===== config.mk =====
export PLATFORM = sky130hd
export DESIGN_NAME = counter_priority_task_scheduler
export DESIGN_NICKNAME = d
export VERILOG_FILES = /design/src/hw/rtl/cpts_pkg.sv /design/src/hw/rtl/cpts_cell.sv /design/src/hw/rtl/counter_priority_task_scheduler.sv
export SDC_FILE = /design/constraint.sdc
export NUM_CORES = 2
export LEC_CHECK = 0
export BUFFER_PORTS_ARGS = -buffer_cell sky130_fd_sc_hd__buf_2
export CORE_MARGIN = 10
export CORE_UTILIZATION = 50
export CTS_BUF_LIST = sky130_fd_sc_hd__clkbuf_8 sky130_fd_sc_hd__clkbuf_16
export DETAILED_ROUTE_END_ITERATION = 10
export PLACE_DENSITY = 0.65
export SYNTH_ARGS = -nofsm -noshare
export SYNTH_HDL_FRONTEND = slang
export SYNTH_HIERARCHICAL = 1
export SYNTH_SLANG_ARGS = --single-unit

===== constraint.sdc =====
create_clock -name clk -period 6.8 [get_ports clk]
set_clock_uncertainty 0.15 [all_clocks]
set_input_delay 1.36 -clock clk [delete_from_list [all_inputs] [get_ports clk]]
set_output_delay 1.36 -clock clk [all_outputs]
set_load 0.005 [all_outputs]

===== src/hw/rtl/cpts_pkg.sv =====
// ----------------------------------------------------------------------------
// cpts_pkg
// Types and constants shared by the counter/priority task scheduler and its
// chain of task cells.
// ----------------------------------------------------------------------------
`default_nettype none

package cpts_pkg;

	localparam int unsigned COUNT_W   = 11;
	localparam int unsigned PRIO_W    = 8;
	localparam int unsigned DEPTH_W   = 4;
	localparam int unsigned SLOT_W    = 4;
	localparam int unsigned CUR_W     = 4;
	localparam int unsigned MASK_W    = 16;
	localparam int unsigned IN_DATA_W  = 16;
	localparam int unsigned OUT_DATA_W = 24;

	localparam logic [COUNT_W-1:0] COUNT_MAX = 11'd2047;
	localparam logic [DEPTH_W-1:0] DEPTH_MAX = 4'd15;

	typedef enum logic [2:0] {
		OP_TICK        = 3'd0,
		OP_YIELD       = 3'd1,
		OP_EXIT        = 3'd2,
		OP_REAP        = 3'd3,
		OP_PREEMPT_OFF = 3'd4,
		OP_PREEMPT_ON  = 3'd5,
		OP_ADD         = 3'd6,
		OP_NOP         = 3'd7
	} op_t;

	typedef enum logic [2:0] {
		ST_IDLE,
		ST_EXEC,
		ST_SCAN,
		ST_DECIDE,
		ST_FINISH
	} state_t;

	// Broadcast from the sequencer to every cell.
	typedef struct packed {
		logic              apply;
		logic              recount;
		op_t               op;
		logic [SLOT_W-1:0] slot;
		logic [PRIO_W-1:0] prio;
	} cell_cmd_t;

	// Best candidate so far, handed from one cell to the next.
	typedef struct packed {
		logic               found;
		logic [COUNT_W-1:0] top;
	} cand_t;

	// Status that each cell reports back to the sequencer.
	typedef struct packed {
		logic tick_sel;
		logic reap;
	} cell_stat_t;

endpackage

`default_nettype wire


===== src/hw/rtl/cpts_cell.sv =====
// ----------------------------------------------------------------------------
// cpts_cell
// One task slot: holds its state, applies broadcast events and recounts, and
// passes the running best candidate on to the next cell each cycle.
// ----------------------------------------------------------------------------
`default_nettype none

module cpts_cell #(
	parameter int unsigned IW  = 4,
	parameter int unsigned IDX = 0
) (
	input  wire                        clk,
	input  wire                        arst_n,
	input  wire cpts_pkg::cell_cmd_t   cmd,
	input  wire  [IW-1:0]              cur,
	input  wire cpts_pkg::cand_t       cand_in,
	input  wire  [IW-1:0]              pick_in,
	output cpts_pkg::cand_t            cand_out,
	output logic [IW-1:0]              pick_out,
	output cpts_pkg::cell_stat_t       stat
);

	logic                           valid_q;
	logic                           zombie_q;
	logic [cpts_pkg::COUNT_W-1:0]   count_q;
	logic [cpts_pkg::PRIO_W-1:0]    prio_q;
	logic [cpts_pkg::DEPTH_W-1:0]   depth_q;
	cpts_pkg::cand_t                cand_q;
	logic [IW-1:0]                  pick_q;

	logic                           is_cur;
	logic                           is_add;
	logic [IW+3:0]                  slot_ext;
	logic [cpts_pkg::COUNT_W:0]     recount_sum;
	logic                           runnable;

	assign slot_ext    = {{IW{1'b0}}, cmd.slot};
	assign is_cur      = (cur == IW'(IDX));
	assign is_add      = (slot_ext == (IW + 4)'(IDX));
	assign recount_sum = {2'b00, count_q[cpts_pkg::COUNT_W-1:1]}
		+ {{(cpts_pkg::COUNT_W + 1 - cpts_pkg::PRIO_W){1'b0}}, prio_q};
	assign runnable    = valid_q && !zombie_q;

	always_ff @(posedge clk or negedge arst_n) begin
		if (!arst_n) begin
			valid_q  <= (IDX == 0);
			zombie_q <= 1'b0;
			count_q  <= '0;
			prio_q   <= (IDX == 0) ? cpts_pkg::PRIO_W'(1) : '0;
			depth_q  <= '0;
		end else if (cmd.apply) begin
			unique case (cmd.op)
				cpts_pkg::OP_TICK: begin
					if (is_cur && count_q != '0) begin
						count_q <= count_q - 1'b1;
					end
				end
				cpts_pkg::OP_YIELD: begin
					if (is_cur) begin
						count_q <= '0;
					end
				end
				cpts_pkg::OP_EXIT: begin
					if (is_cur) begin
						zombie_q <= 1'b1;
						count_q  <= '0;
					end
				end
				cpts_pkg::OP_REAP: begin
					if (valid_q && zombie_q) begin
						valid_q  <= 1'b0;
						zombie_q <= 1'b0;
					end
				end
				cpts_pkg::OP_PREEMPT_OFF: begin
					if (is_cur && depth_q != cpts_pkg::DEPTH_MAX) begin
						depth_q <= depth_q + 1'b1;
					end
				end
				cpts_pkg::OP_PREEMPT_ON: begin
					if (is_cur && depth_q != '0) begin
						depth_q <= depth_q - 1'b1;
					end
				end
				cpts_pkg::OP_ADD: begin
					if (is_add) begin
						valid_q  <= 1'b1;
						zombie_q <= 1'b0;
						count_q  <= {{(cpts_pkg::COUNT_W - cpts_pkg::PRIO_W){1'b0}}, cmd.prio};
						prio_q   <= cmd.prio;
						depth_q  <= '0;
					end
				end
				cpts_pkg::OP_NOP: begin
				end
				default: begin
				end
			endcase
		end else if (cmd.recount && valid_q) begin
			if (recount_sum > {1'b0, cpts_pkg::COUNT_MAX}) begin
				count_q <= cpts_pkg::COUNT_MAX;
			end else begin
				count_q <= recount_sum[cpts_pkg::COUNT_W-1:0];
			end
		end
	end

	always_ff @(posedge clk or negedge arst_n) begin
		if (!arst_n) begin
			cand_q <= '0;
			pick_q <= '0;
		end else if (runnable && (!cand_in.found || count_q > cand_in.top)) begin
			cand_q.found <= 1'b1;
			cand_q.top   <= count_q;
			pick_q       <= IW'(IDX);
		end else begin
			cand_q <= cand_in;
			pick_q <= pick_in;
		end
	end

	assign cand_out      = cand_q;
	assign pick_out      = pick_q;
	assign stat.tick_sel = is_cur && (count_q <= cpts_pkg::COUNT_W'(1)) && (depth_q == '0);
	assign stat.reap     = valid_q && zombie_q;

endmodule

`default_nettype wire


===== src/hw/rtl/counter_priority_task_scheduler.sv =====
// ----------------------------------------------------------------------------
// counter_priority_task_scheduler
// Counter/priority task scheduler built as a chain of task-slot cells.
// ----------------------------------------------------------------------------
// Events arrive on the s_axis channel, one per transaction: s_tdata holds
// op, slot and prio. Each event gives exactly one result transaction on the
// m_axis channel with the running slot, the switched flag, the mask of slots
// reaped and the no-runnable flag.
// Selection runs the best candidate down the row of TASKS cells, one cell
// per cycle. An event that needs no selection goes from EXEC to FINISH; one
// with a selection passes through EXEC, SCAN and DECIDE, and one that also
// recounts runs SCAN and DECIDE a second time before FINISH. One event is in
// progress at a time; s_tready is high only while the sequencer is idle.
// Reset puts slot 0 in place as the only valid task, with priority one, and
// makes it the running slot. A stalled receiver holds the result in the
// output register; the block can take and work on the next event meanwhile,
// and waits only before presenting its result.
// ----------------------------------------------------------------------------
`default_nettype none

module counter_priority_task_scheduler #(
	parameter int unsigned TASKS = 16
) (
	input  wire                                 clk,
	input  wire                                 arst_n,
	input  wire                                 s_tvalid,
	output logic                                s_tready,
	input  wire  [cpts_pkg::IN_DATA_W-1:0]      s_tdata,  // op[2:0], slot[6:3], prio[14:7]
	output logic                                m_tvalid,
	input  wire                                 m_tready,
	output logic [cpts_pkg::OUT_DATA_W-1:0]     m_tdata   // current_task[3:0], switched[4],
	                                                      // reaped_mask[20:5], none_runnable[21]
);

	localparam int unsigned IW = (TASKS > 1) ? $clog2(TASKS) : 1;

	cpts_pkg::state_t      state_q, state_d;
	cpts_pkg::op_t         op_q;
	logic [cpts_pkg::SLOT_W-1:0] slot_q;
	logic [cpts_pkg::PRIO_W-1:0] prio_q;
	logic [IW-1:0]         running_q;
	logic [IW-1:0]         start_q;
	logic [IW-1:0]         scan_cnt_q;
	logic                  recounted_q;
	logic                  none_q;
	logic [cpts_pkg::MASK_W-1:0] reaped_q;
	logic                  m_tvalid_q;
	logic [cpts_pkg::OUT_DATA_W-1:0] m_tdata_q;

	cpts_pkg::cell_cmd_t   cmd;
	cpts_pkg::cand_t       cand [TASKS+1];
	logic [IW-1:0]         pick [TASKS+1];
	cpts_pkg::cell_stat_t  stat [TASKS];
	logic [TASKS-1:0]      tick_sel_v;
	logic [TASKS-1:0]      reap_v;
	logic [cpts_pkg::MASK_W-1:0] reap_mask;

	logic                  accept;
	logic                  out_free;
	logic                  need_sel;
	logic                  need_recount;
	logic                  scan_last;
	logic [IW+3:0]         run_ext;

	assign cand[0] = '0;
	assign pick[0] = '0;

	for (genvar i = 0; i < TASKS; i++) begin : g_cell
		cpts_cell #(
			.IW  (IW),
			.IDX (i)
		) u_cell (
			.clk      (clk),
			.arst_n   (arst_n),
			.cmd      (cmd),
			.cur      (running_q),
			.cand_in  (cand[i]),
			.pick_in  (pick[i]),
			.cand_out (cand[i+1]),
			.pick_out (pick[i+1]),
			.stat     (stat[i])
		);
		assign tick_sel_v[i] = stat[i].tick_sel;
		assign reap_v[i]     = stat[i].reap;
	end

	for (genvar b = 0; b < cpts_pkg::MASK_W; b++) begin : g_mask
		if (b < TASKS) begin : g_on
			assign reap_mask[b] = reap_v[b];
		end else begin : g_off
			assign reap_mask[b] = 1'b0;
		end
	end

	assign accept       = s_tvalid && s_tready;
	assign out_free     = !m_tvalid_q || m_tready;
	assign scan_last    = (scan_cnt_q == IW'(TASKS - 1));
	assign need_recount = cand[TASKS].found && (cand[TASKS].top == '0) && !recounted_q;
	assign run_ext      = {4'b0000, running_q};

	always_comb begin
		unique case (op_q)
			cpts_pkg::OP_TICK:  need_sel = |tick_sel_v;
			cpts_pkg::OP_YIELD: need_sel = 1'b1;
			cpts_pkg::OP_EXIT:  need_sel = 1'b1;
			default:            need_sel = 1'b0;
		endcase
	end

	always_comb begin
		state_d = state_q;
		unique case (state_q)
			cpts_pkg::ST_IDLE: begin
				if (accept) begin
					state_d = cpts_pkg::ST_EXEC;
				end
			end
			cpts_pkg::ST_EXEC: begin
				state_d = need_sel ? cpts_pkg::ST_SCAN : cpts_pkg::ST_FINISH;
			end
			cpts_pkg::ST_SCAN: begin
				if (scan_last) begin
					state_d = cpts_pkg::ST_DECIDE;
				end
			end
			cpts_pkg::ST_DECIDE: begin
				state_d = need_recount ? cpts_pkg::ST_SCAN : cpts_pkg::ST_FINISH;
			end
			cpts_pkg::ST_FINISH: begin
				if (out_free) begin
					state_d = cpts_pkg::ST_IDLE;
				end
			end
			default: begin
				state_d = cpts_pkg::ST_IDLE;
			end
		endcase
	end

	always_comb begin
		s_tready    = (state_q == cpts_pkg::ST_IDLE);
		cmd.apply   = (state_q == cpts_pkg::ST_EXEC);
		cmd.recount = (state_q == cpts_pkg::ST_DECIDE) && need_recount;
		cmd.op      = op_q;
		cmd.slot    = slot_q;
		cmd.prio    = prio_q;
	end

	always_ff @(posedge clk or negedge arst_n) begin
		if (!arst_n) begin
			state_q     <= cpts_pkg::ST_IDLE;
			op_q        <= cpts_pkg::OP_NOP;
			running_q   <= '0;
			start_q     <= '0;
			scan_cnt_q  <= '0;
			recounted_q <= 1'b0;
			none_q      <= 1'b0;
			reaped_q    <= '0;
		end else begin
			state_q <= state_d;
			unique case (state_q)
				cpts_pkg::ST_IDLE: begin
					if (accept) begin
						op_q    <= cpts_pkg::op_t'(s_tdata[2:0]);
						start_q <= running_q;
					end
				end
				cpts_pkg::ST_EXEC: begin
					scan_cnt_q  <= '0;
					recounted_q <= 1'b0;
					none_q      <= 1'b0;
					reaped_q    <= (op_q == cpts_pkg::OP_REAP) ? reap_mask : '0;
				end
				cpts_pkg::ST_SCAN: begin
					scan_cnt_q <= scan_cnt_q + 1'b1;
				end
				cpts_pkg::ST_DECIDE: begin
					scan_cnt_q <= '0;
					if (need_recount) begin
						recounted_q <= 1'b1;
					end else if (cand[TASKS].found) begin
						running_q <= pick[TASKS];
					end else begin
						running_q <= '0;
						none_q    <= 1'b1;
					end
				end
				cpts_pkg::ST_FINISH: begin
				end
				default: begin
				end
			endcase
		end
	end

	always_ff @(posedge clk) begin
		if (accept) begin
			slot_q <= s_tdata[6:3];
			prio_q <= s_tdata[14:7];
		end
	end

	always_ff @(posedge clk or negedge arst_n) begin
		if (!arst_n) begin
			m_tvalid_q <= 1'b0;
		end else if (state_q == cpts_pkg::ST_FINISH && out_free) begin
			m_tvalid_q <= 1'b1;
		end else if (m_tready) begin
			m_tvalid_q <= 1'b0;
		end
	end

	always_ff @(posedge clk) begin
		if (state_q == cpts_pkg::ST_FINISH && out_free) begin
			m_tdata_q <= {2'b00, none_q, reaped_q, (running_q != start_q), run_ext[3:0]};
		end
	end

	assign m_tvalid = m_tvalid_q;
	assign m_tdata  = m_tdata_q;

endmodule

`default_nettype wire


==> flow_summary.rst <==
.. list-table::
   :header-rows: 1

   * - Metric
     - Value
   * - Average wire length per cell after detail routing
     - around 21 um
   * - Part of the power in combinational logic
     - slightly below 40%
   * - Clock latency reported for the late side of the worst-skew pair
     - ~660 ps
   * - Die Wd
     - about 330 um
   * - Warning count from the yosys run
     - 6
   * - Synth Area in Simple Gates
     - 17.3%
   * - Top-level I/O count
     - 46
   * - Count of unique library cells instantiated by Yosys
     - about 140
   * - Core Box Area
     - 95000 um2
   * - Routed via count divided by cell count
     - 6.13
   * - Wire length of the first global-routing pass
     - around 210 mm
   * - Hold violation total from the final report
     - 0
   * - Class of the most critical hold timing path
     - flip-flop to flip-flop
   * - Final worst hold slack
     - 276 ps
   * - Clock transition at path regs
     - around 60 ps
   * - Instance area at placement
     - approximately 50000 um2
   * - Initial core utilization
     - between 50% and 60%
   * - Actual transition at the worst max-transition pin
     - approximately 1200 ps
   * - Overflow after GRT
     - 0
   * - Max-cap violations
     - 0
   * - Die area
     - roughly 110000 um2
   * - Top flip-flop cell by instance count after synthesis
     - dfrtp_1
   * - RSZ-0062 raised after global routing
     - false
   * - Synth Area in Adders
     - a little over a tenth
   * - Sum Neg Setup Slack
     - 0 ps
   * - Cell count after synthesis
     - 4947
   * - Chip Height
     - approximately 330 um
   * - Netlist Area Pre-Place
     - approximately 48000 um2
   * - Count of buffers added by post-CTS timing repair for setup
     - 0
   * - Pre-CTS setup slack
     - 2840 ps
   * - WP data arrival
     - 4420 ps
   * - Antenna diode instance count
     - 0
   * - Sequential area share after synthesis
     - a little under two fifths
   * - Final non-filler cell area
     - 52700 um2
   * - Clock Power Share
     - ~28%
   * - Power per standard cell area
     - 355 nW/um2
   * - Clock tree from TritonCTS
     - yes
   * - Multiplexer share of the synthesized area
     - ~7.5%
   * - Critical setup path kind
     - flip-flop to flip-flop
   * - Number of sinks on the clock net
     - around 730
   * - Pin count of the biggest net entering global routing
     - 161
   * - Area fraction in compound gates after synthesis
     - approximately a fifth
   * - Fraction of layout cells with a size suffix above 1
     - between 10% and 20%
   * - Max Freq
     - about 250 MHz
   * - Nets
     - 5424
   * - Worst Hold End
     - g_cell[1].u_cell/pick_out[0]$_DFF_PN0_
   * - Utilization after layout
     - 55.4%
   * - Max Slew Vio Count
     - 0
   * - Net switching power
     - 7.65 mW
   * - Worst-case setup margin in the final layout
     - 2760 ps
   * - Pre-Repair DR Iteration Count
     - 7
   * - Worst Setup End Kind
     - flip-flop
   * - Cell-internal power
     - between 10 and 15 mW
   * - DR DRC count
     - 0
   * - Biggest fanout along the worst timing path
     - 99
   * - Final worst path period share
     - roughly three fifths
   * - Final antenna-violating net count
     - 0
   * - Clock period minus worst slack
     - between 4000 and 5000 ps
   * - Share of synthesized registers carrying an async set or reset
     - a little over nine tenths
   * - DR iter-0 viols
     - about 3400
   * - Via count
     - 38900
   * - Synthesis-stage register bit count
     - between 700 and 800
   * - Leakage Power
     - around 24 nW
   * - Number of rows in the core area
     - approximately 110
   * - Headroom to the max-slew limit
     - between 10% and 20%
   * - Total half-perimeter wirelength after legalization and detailed placement
     - 89.4 mm
   * - Buffer depth of the longest clock path
     - 3
   * - Number of cells traversed by the worst register-to-register path
     - 10
   * - Combinational family with the most area after synthesis
     - compound AO/OA/AOI/OAI gates
   * - Setup slack on the worst flop-to-flop path
     - between 2000 and 3000 ps
   * - Final number of setup-violating endpoints
     - 0
   * - Crit path from
     - state_q[0]$_DFFE_PN0P_
   * - Worst vdd ir
     - approximately 0.25 mV
   * - Type of origin of the critical path
     - flip-flop
   * - Critical R2R Launch
     - state_q[0]$_DFFE_PN0P_
   * - GR Util All Layers
     - between 20% and 30%
   * - Post-Synth XOR/XNOR Area
     - roughly 1.7%
   * - Seq pwr share
     - roughly 33%
   * - # resized after CTS
     - 0
   * - Root buf cell
     - clkbuf_16
   * - Total wire length after detailed routing
     - approximately 130 mm
   * - Cell depth of the worst min-delay path
     - 1
   * - Number of buffers inserted by port buffering
     - 42
   * - Required time of the critical path
     - just over 7000 ps
   * - Startpoint of the worst hold path
     - g_cell[0].u_cell/pick_out[0]$_DFF_PN0_
   * - Outcome
     - finished, final reports clean
   * - Mean instance size in the synthesized netlist
     - ~9.7 um2
   * - Capture point of the worst reg-to-reg path
     - g_cell[0].u_cell/count_q[0]$_DFFE_PN0P_
   * - Via count of the first global-routing pass
     - 37900
   * - Number of buffers added by the clock tree synthesis step
     - just under 90
   * - Post-cts hold buffer count
     - 0
   * - Number of synthesized flops with an enable pin
     - 34
   * - Sw frac
     - 40.9%
   * - Placer congestion estimate
     - 0.887
   * - Number of levels in the clock H-tree
     - 3
   * - Initial antenna violation count
     - 5
   * - Area growth syn-to-layout
     - 9.94%
-- area by class of cell --
type / count / area (um2)
flip-flops and latches: 727 / 18400
fillers: 8451 / 42400
inverters: 413 / 1560
clock inverters: 61 / 882
well taps: 1265 / 1580
repair buffers: 92 / 671
multi-input cells: 3682 / 27200
clock buffers: 101 / 2400
-- flip-flops by register name (all words and copies together), names as in the netlist, 8 cells and up --
signal and cells:
g_cell.u_cell/pick_out 64, g_cell.u_cell/cand_out 192, prio_q 8, g_cell.u_cell/valid_q 16, reaped_q 16, g_cell.u_cell/zombie_q 16, m_tdata 22, g_cell.u_cell/prio_q 128
g_cell.u_cell/depth_q 64, g_cell.u_cell/count_q 176
-- synth_stat cells, drive strengths merged (34+ instances only) --
| cell type | number | area, um2 |
|---|---|---|
| a21o | 82 | 619 |
| mux2i | 64 | 641 |
| nor2b | 95 | 609 |
| o211ai | 62 | 504 |
| nand4 | 87 | 544 |
| nor4 | 60 | 533 |
| ha | 369 | 4620 |
| a21oi | 265 | 1440 |
| a211oi | 66 | 510 |
| mux2 | 258 | 2940 |
| buf | 89 | 604 |
| inv | 411 | 1550 |
| nor2 | 314 | 1190 |
| nor3b | 41 | 308 |
| or2 | 45 | 282 |
| a22o | 48 | 420 |
| edfxtp | 34 | 1020 |
| clkbuf | 63 | 313 |
| nand3 | 99 | 513 |
| xnor2 | 49 | 429 |
| dfrtp | 688 | 17200 |
| nand2b | 60 | 380 |
| o31ai | 46 | 345 |
| o21ai | 365 | 1850 |
| nand2 | 352 | 1340 |
| xor2 | 45 | 394 |
| nor3 | 146 | 783 |
| a31oi | 43 | 320 |
| o21a | 44 | 339 |
-- cell usage in the layout, fill, tap and decap left out, types with 23 or more instances in the layout --
| master | instances |
|---|---|
| a211oi_1 | 63 |
| nand4_1 | 87 |
| nor2_1 | 311 |
| nand3b_1 | 29 |
| dfrtp_1 | 688 |
| inv_1 | 413 |
| o21ai_0 | 339 |
| o31a_1 | 23 |
| o21a_1 | 42 |
| fa_1 | 32 |
| xnor2_1 | 49 |
| or2_2 | 43 |
| a21o_1 | 79 |
| clkbuf_16 | 90 |
| buf_4 | 44 |
| buf_2 | 41 |
| o221ai_1 | 24 |
| mux2i_1 | 64 |
| ha_1 | 369 |
| a22o_1 | 48 |
| a21oi_1 | 247 |
| nor3b_1 | 41 |
| conb_1 | 28 |
| or3_1 | 32 |
| o31ai_1 | 46 |
| nor3_1 | 138 |
| and2_1 | 26 |
| nand2_1 | 348 |
| nor4_1 | 46 |
| edfxtp_1 | 34 |
| a221oi_1 | 28 |
| o211ai_1 | 56 |
| mux2_2 | 250 |
| a31oi_1 | 39 |
| nand2b_1 | 58 |
| nor2b_1 | 93 |
| nand3_1 | 97 |
| xor2_1 | 45 |
-- layer usage --
layer	up-vias	GRT usage [%]	share of wire [%]
li1	18300	-	-
met1	19000	32.5	43
met2	1244	40.0	46
met3	297	3.63	6.4
met4	0	9.22	3.8
met5	-	0	0
-- stage by stage --
step	std cells	power, mW
2_1_floorplan	4974	11.2
3_3_place_gp	6179	13.2
3_5_place_dp	6179	13.3
4_1_cts	6341	18.7
5_1_grt	6341	19.9
6_report	6341	18.7
-- power groups by stage --
stage	clock network [mW]	registers (mW)	logic, mW
after floorplan	0	5.88	5.28
after global placement	0	6.16	7.03
after detailed placement	0	6.17	7.16
after CTS	5.37	6.11	7.20
after global routing	5.56	6.23	8.08
final	5.27	6.14	7.29
-- kinds of logic after synthesis --
| kind of cell | after synthesis |
|---|---|
| and+or+nand+nor | 1513 |
| AOI/OAI and AO/OA | 1324 |
| DFF | 727 |
| buffers and inverters | 565 |
| adders and majority gates | 401 |
| muxes | 322 |
| xor gates and xnor gates | 94 |
| other | 1 |
-- how the worst max path moves through the flow --
stage                                                          end  slack (ps)  cells past startpoint
after floorplan           g_cell[10].u_cell/depth_q[3]$_DFFE_PN0P_        3540                     11
after global placement     g_cell[0].u_cell/count_q[4]$_DFFE_PN0P_        2830                     10
after detailed placement   g_cell[0].u_cell/count_q[0]$_DFFE_PN0P_        2840                     10
after CTS                  g_cell[0].u_cell/count_q[0]$_DFFE_PN0P_        2800                     10
after global routing       g_cell[0].u_cell/count_q[0]$_DFFE_PN0P_        2530                     10
final                      g_cell[0].u_cell/count_q[0]$_DFFE_PN0P_        2760                     10
-- worst max-delay path: stages (launching register included) --
cell and delay, ps:
dfrtp_1 600, and2b_4 240, nand2_2 100, inv_8 450, buf_4 550, nand2_1 240, nor2_4 320, nand2_2 270
o211a_4 320, a2111oi_2 340, a21oi_1 80
Note: power is estimated with default switching activity, not from simulation.
